**config.mk**
```make
export PLATFORM = sky130hd
export DESIGN_NAME = bpoc_ctrl
export DESIGN_NICKNAME = d
export VERILOG_FILES = /design/src/rtl/bpoc_pkg.sv /design/src/rtl/bpoc_ctrl.sv
export SDC_FILE = /design/constraint.sdc
export NUM_CORES = 1
export LEC_CHECK = 0
export BUFFER_PORTS_ARGS = -buffer_cell sky130_fd_sc_hd__buf_2
export CAP_MARGIN = 25
export CORE_AREA = 3 3 40 42
export DETAILED_ROUTE_END_ITERATION = 10
export DIE_AREA = 0 0 43 45
export GPL_TIMING_DRIVEN = 0
export MAX_ROUTING_LAYER = met4
export PLACE_DENSITY = 0.37
export SYNTH_ARGS = -nofsm -noshare
export SYNTH_HDL_FRONTEND = slang
export SYNTH_SLANG_ARGS = --single-unit
```
**constraint.sdc**
```tcl
create_clock -name clk -period 1.2 [get_ports clk]
set_input_delay 0.24 -clock clk [delete_from_list [all_inputs] [get_ports clk]]
set_output_delay 0.24 -clock clk [all_outputs]
set_load 0.005 [all_outputs]
```
**src/rtl/bpoc_pkg.sv**
```systemverilog
package bpoc_pkg;

  localparam int COORD_BITS = 16;
  localparam int IDX_BITS   = 7;
  localparam int SIZE_BITS  = 15;

  typedef logic signed [COORD_BITS-1:0] coord_t;

  typedef struct packed {
    coord_t left;
    coord_t bottom;
    coord_t right;
    coord_t top;
  } box_t;

  // Commands from the controller to the datapath.
  typedef struct packed {
    logic clear;
    logic load;
    logic scan;
    logic finish;
  } ctl_cmd_t;

  // Status from the datapath to the controller.
  typedef struct packed {
    logic clear_done;
    logic in_range;
    logic hit_now;
  } dp_sts_t;

  localparam coord_t COORD_MAX = {1'b0, {(COORD_BITS-1){1'b1}}};
  localparam coord_t COORD_MIN = {1'b1, {(COORD_BITS-1){1'b0}}};

  // Clamps a widened edge sum to the signed coordinate range.
  function automatic coord_t sat_coord(input logic signed [COORD_BITS+1:0] v);
    coord_t res;
    if (v > (COORD_BITS+2)'(COORD_MAX)) begin
      res = COORD_MAX;
    end else if (v < (COORD_BITS+2)'(COORD_MIN)) begin
      res = COORD_MIN;
    end else begin
      res = v[COORD_BITS-1:0];
    end
    return res;
  endfunction

endpackage

```
**src/rtl/bpoc_ctrl.sv**
```systemverilog
module bpoc_ctrl
  import bpoc_pkg::*;
(
  input  logic     clk,
  input  logic     rst_n,
  input  logic     start,
  output logic     busy,
  output logic     out_strobe,
  output ctl_cmd_t cmd,
  input  dp_sts_t  sts
);

  typedef enum logic [2:0] {
    S_CLEAR = 3'b001,
    S_IDLE  = 3'b010,
    S_SCAN  = 3'b100
  } state_t;

  state_t state_r;
  state_t state_nxt;
  logic   strobe_r;
  logic   strobe_nxt;

  always_comb begin
    cmd        = '0;
    state_nxt  = state_r;
    strobe_nxt = 1'b0;
    case (state_r)
      S_CLEAR: begin
        cmd.clear = 1'b1;
        if (sts.clear_done) begin
          state_nxt = S_IDLE;
        end
      end
      S_IDLE: begin
        if (start) begin
          cmd.load  = 1'b1;
          state_nxt = S_SCAN;
        end
      end
      S_SCAN: begin
        cmd.scan = 1'b1;
        // Stop on the first overlap, or once the range is used up and the
        // last compare has come back clean.
        if (sts.hit_now || !sts.in_range) begin
          cmd.finish = 1'b1;
          strobe_nxt = 1'b1;
          state_nxt  = S_IDLE;
        end
      end
      default: begin
        state_nxt = S_CLEAR;
      end
    endcase
  end

  always_ff @(posedge clk) begin
    if (!rst_n) begin
      state_r  <= S_CLEAR;
      strobe_r <= 1'b0;
    end else begin
      state_r  <= state_nxt;
      strobe_r <= strobe_nxt;
    end
  end

  assign busy       = (state_r != S_IDLE);
  assign out_strobe = strobe_r;

  a_strobe_after_scan: assert property (@(posedge clk) disable iff (!rst_n)
    out_strobe |-> $past(state_r == S_SCAN))
    else $error("result word without a finished scan");

  a_strobe_single: assert property (@(posedge clk) disable iff (!rst_n)
    out_strobe |=> !out_strobe)
    else $error("result word strobed twice in a row");

  a_accept_scans: assert property (@(posedge clk) disable iff (!rst_n)
    (start && !busy) |=> (state_r == S_SCAN) && busy)
    else $error("accepted word did not start a scan");

endmodule

```
* Word level (Yosys, flattened, before mapping)
Index checks and enable logic that the tools add are counted.
Word-level totals: bits in registers 4, input port bits 6, output and inout port bits 6, logic and storage cells 22
Cells by class: equal/unequal tests 7, muxes and demuxes 9, reductions and logical operators 4
Operators with widths (count):
- $mux 3 | 3
- $pmux 3 s3 | 1
- $ne 2x2->1 const B | 3
- $mux 1 | 4
- $eq 3x1->1 const B | 1
- $eq 3x2->1 const B | 1
- $eq 3x3->1 const B | 1
- $ne 3x2->1 const B | 1
- $reduce_and 3->1 | 1
- $mux 2 | 1
- $reduce_and 2->1 | 1
- $logic_not 1->1 | 1
- $logic_or 1x1->1 | 1

* Logic depth before layout (Yosys ltp)
depth in word-level cells 4, depth in mapped cells 3, depth with buffers taken out 3

* Worst setup path before layout
OpenSTA, ideal clock, no wires.
kind flip-flop to flip-flop, from register state_r[2], to register state_r[1], library setup time 0.122 ns, data arrival time 0.978 ns, data required time 1.078 ns, path slack 0.100 ns, stages on the path, launching flop included 4, buffers on the path 0, period minus slack after synthesis 1.100 ns, cell sequence dfxtp_1 -> nor3b_2 -> nor2b_2 -> o311a_1
Between the ends: word-level cells in the longest chain between the ends 3, elaborated cells between the ends (all ways) 8, classes of those cells 6 x eq/ne; 1 x mux; 1 x reduce/logical
RTL lines:
- start: declaration | RTL line bpoc_ctrl.sv:19 | state_t state_r;
- start signal: assignment | RTL line bpoc_ctrl.sv:62 | state_r <= state_nxt;
- $eq 3x3->1, or another cell as far along | RTL line bpoc_ctrl.sv:28 | case (state_r)
- $ne 2x2->1 (no line)
- $reduce_and 3->1 (no line)
Several ways; a longest one is shown, not always the timed one. A chain may end at the register's enable or synchronous reset.

* Worst setup path in the final report
from register state_r[2], to output busy
Between the ends: word-level cells in the longest chain between the ends 1
RTL lines:
- $ne 3x2->1 | RTL line bpoc_ctrl.sv:67 | assign busy = (state_r != S_IDLE);
- end: declaration | RTL line bpoc_ctrl.sv:7 | output logic busy,
No other way between the ends.

==> flow_metrics.py <==
metrics = {
    "synthesis": {
        "synth_top_area_frac": 0.400,
        "netlist_area_sq_um": 200,
        "synth-seq-cells": 4,
        "ys_top_cells_by_area": "dfxtp_1, and4bb_1, nor2b_1, nor3b_2, mux2i_1",
        "synth_cells": 20,
        "synth.avg_cell_area_sq_um": 10.0,
        "synth-seq-area-share": 0.400,
        "synth_cell_types": 16,
        "yosysTopAreaCell": "dfxtp_1",
        "synth_fp_nets": 26,
        "yosysWarnings": 0,
    },
    "layout": {
        "nets": 49,
        "antennaDiodeCount": 0,
        "area_delta_synth_final_pct": 93.1,
        "finalCoreUtilization": 0.301,
        "drive_gt1_frac": 0.683,
    },
    "routing": {
        "drtIter0Drc": 6,
        "vias": 236,
        "first_pass_iters": 4,
        "ant_nets": 0,
        "wire_per_inst_um": 10.1,
        "drt-vias-per-instance": 4.21,
        "drc_errors": 0,
        "routed_wl_um": 563,
    },
    "sta": {
        "tightest_slew_ns": 0.268,
        "relSlewSlack": 0.821,
        "setup_violations": 5,
        "hold_viol_final": 0,
        "fmaxAchievable_ghz": 0.739,
        "skew_ns": 0.00834,
        "fin_ws_ns": -0.153,
        "period_share": 1.13,
        "drv_slew": 0,
        "hold_slack_ns": 0.238,
        "post-route-min-period_ns": 1.35,
        "rsz0062_at_grt": "true",
    },
    "global_route": {
        "grt_pass1_vias": 220,
        "track_usage": 0.0711,
        "globalRoute.totalOverflow": 0,
        "grt_use_met3": 0.0558,
        "top_usage_layer": "met2",
        "grt_pass1_wl_um": 890,
        "gr-usage-met1": 0.0673,
        "grt_max_degree": 8,
        "antenna_found_initial": 0,
        "grtUsageMet2": 0.0868,
    },
    "clocking": {
        "clock_latency_ns": 0.24,
        "clkTransAtPathRegs_ns": 0.04,
        "numClockSinks": 4,
        "root_buffer": "clkbuf_4",
        "cts_hold_buf": 0,
        "cts_buffers": 3,
        "cts_tree": "yes",
        "clk_path_buf_depth": 2,
        "htree_levels": 1,
    },
    "floorplanning": {
        "die_height_um": 45,
        "fp.coreArea_sq_um": 1280,
        "die_width_um": 43,
        "die-area_sq_um": 1940,
        "row_count": 13,
        "start_util": 0.156,
        "pin_count": 12,
    },
    "setup_path": {
        "path_class": "flop to output pin",
        "endpoint_kind": "output pin",
        "crit_required_ns": 0.96,
        "cp_max_fo": 6,
        "arrival_ns": 1.11,
        "start_kind": "flop",
    },
    "power": {
        "power_w": 0.000409,
        "p_leak_nw": 0.179,
        "powerDensity_nw_per_um2": 1060,
        "irDropWorstVdd_mv": 0.372,
    },
    "placed_design": {
        "gp_congestion": 0.695,
        "numPortBuffers": 11,
        "pre_cts_ws_ns": -0.0104,
    },
    "job": {
        "cap_viol_max_count": 0,
    },
    "run_status": {
        "outcome": "complete, but fails checks",
        "violations": "negative setup slack",
    },
    "min_path": {
        "min_path_type": "primary input to flop",
    },
}
## metal layers
metal	vias up	wire length [um]
met5	-	0
met4	0	0
met3	0	61
met2	10	250
met1	109	251
li1	117	-
## cells in the final DEF (no fill, tap or decap)
master and count:
nor2_2 1, nor2b_1 2, dfxtp_1 1, buf_4 6
and2_1 1, nand2b_1 1, o211ai_1 1, clkbuf_4 3
nand2_1 1, nor3b_4 1, a21oi_1 1, and4bb_1 1
buf_2 10, or3b_1 1, o311a_1 1, dfxtp_2 1
mux2i_1 1, buf_6 2, nor2b_4 1, nor3b_2 1
o21ai_0 1, dfxtp_4 2
## final timing paths
kind / start / to / slack, ns / cells past startpoint
hold reg to reg: state_r[2] / state_r[0] / 0.52 / 1
setup / recovery: state_r[2] / busy / -0.15 / 2
hold / removal: rst_n / state_r[0] / 0.24 / 2
setup reg to reg: state_r[2] / state_r[1] / 0.03 / 4
## metrics by stage
| stage | instance area, sq um | setup TNS (ns) | instances |
|---|---|---|---|
| floorplan | 200 | 0 | 20 |
| global placement | 274 | -0.00708 | 46 |
| detailed placement | 274 | -0.0104 | 46 |
| CTS | 353 | -0.562 | 53 |
| global route | 387 | -0.715 | 56 |
| finish | 387 | -0.490 | 56 |
## final cells by class
| cell class | instances | area, sq um |
|---|---|---|
| fill | 142 | 898 |
| multi-input combinational | 16 | 139 |
| timing repair buffer | 18 | 118 |
| sequential | 4 | 88.8 |
| clock buffer | 3 | 22.5 |
| tap | 15 | 18.8 |
## what timing repair did
| item | in CTS | in global routing |
|---|---|---|
| setup endpoints to repair | 5 | 6 |
| setup buffers | 4 | 3 |
| pin swaps | 1 | 1 |
| resized for setup | 8 | 3 |
## critical path: stages, from the launching register on
cell and delay [ns]:
dfxtp_4 0.36, or3b_1 0.38, buf_2 0.14
## registers in the layout (all words and copies together) (netlist names)
register and cells:
state_r 3, out_strobe 1
## cells by family (layout without fill, tap and decap cells)
group / Yosys count / in the layout / share of synthesized area
compound gates: 4 / 4 / 0.137
buf+inv: 0 / 21 / 0
flops: 4 / 4 / 0.400
mux: 1 / 1 / 0.0500
simple gates: 11 / 11 / 0.413
## synth_stat cells
cell / n
mux2i_1: 1
or3b_1: 1
nor3b_1: 1
nor2b_1: 2
and4bb_1: 1
dfxtp_1: 4
o211ai_1: 1
o311a_1: 1
o21ai_0: 1
and2_1: 1
nand2b_1: 1
nor2b_2: 1
nor2_1: 1
nor3b_2: 1
nand2_1: 1
a21oi_1: 1
## report_power, final
group / switching [W] / internal [W] / total [W]
registers: 0.0000146 / 0.000142 / 0.000157
clock network: 0.0000589 / 0.000112 / 0.000171
logic: 0.0000294 / 0.0000512 / 0.0000806
total: 0.000103 / 0.000306 / 0.000409
(Power assumes the default switching activity.)
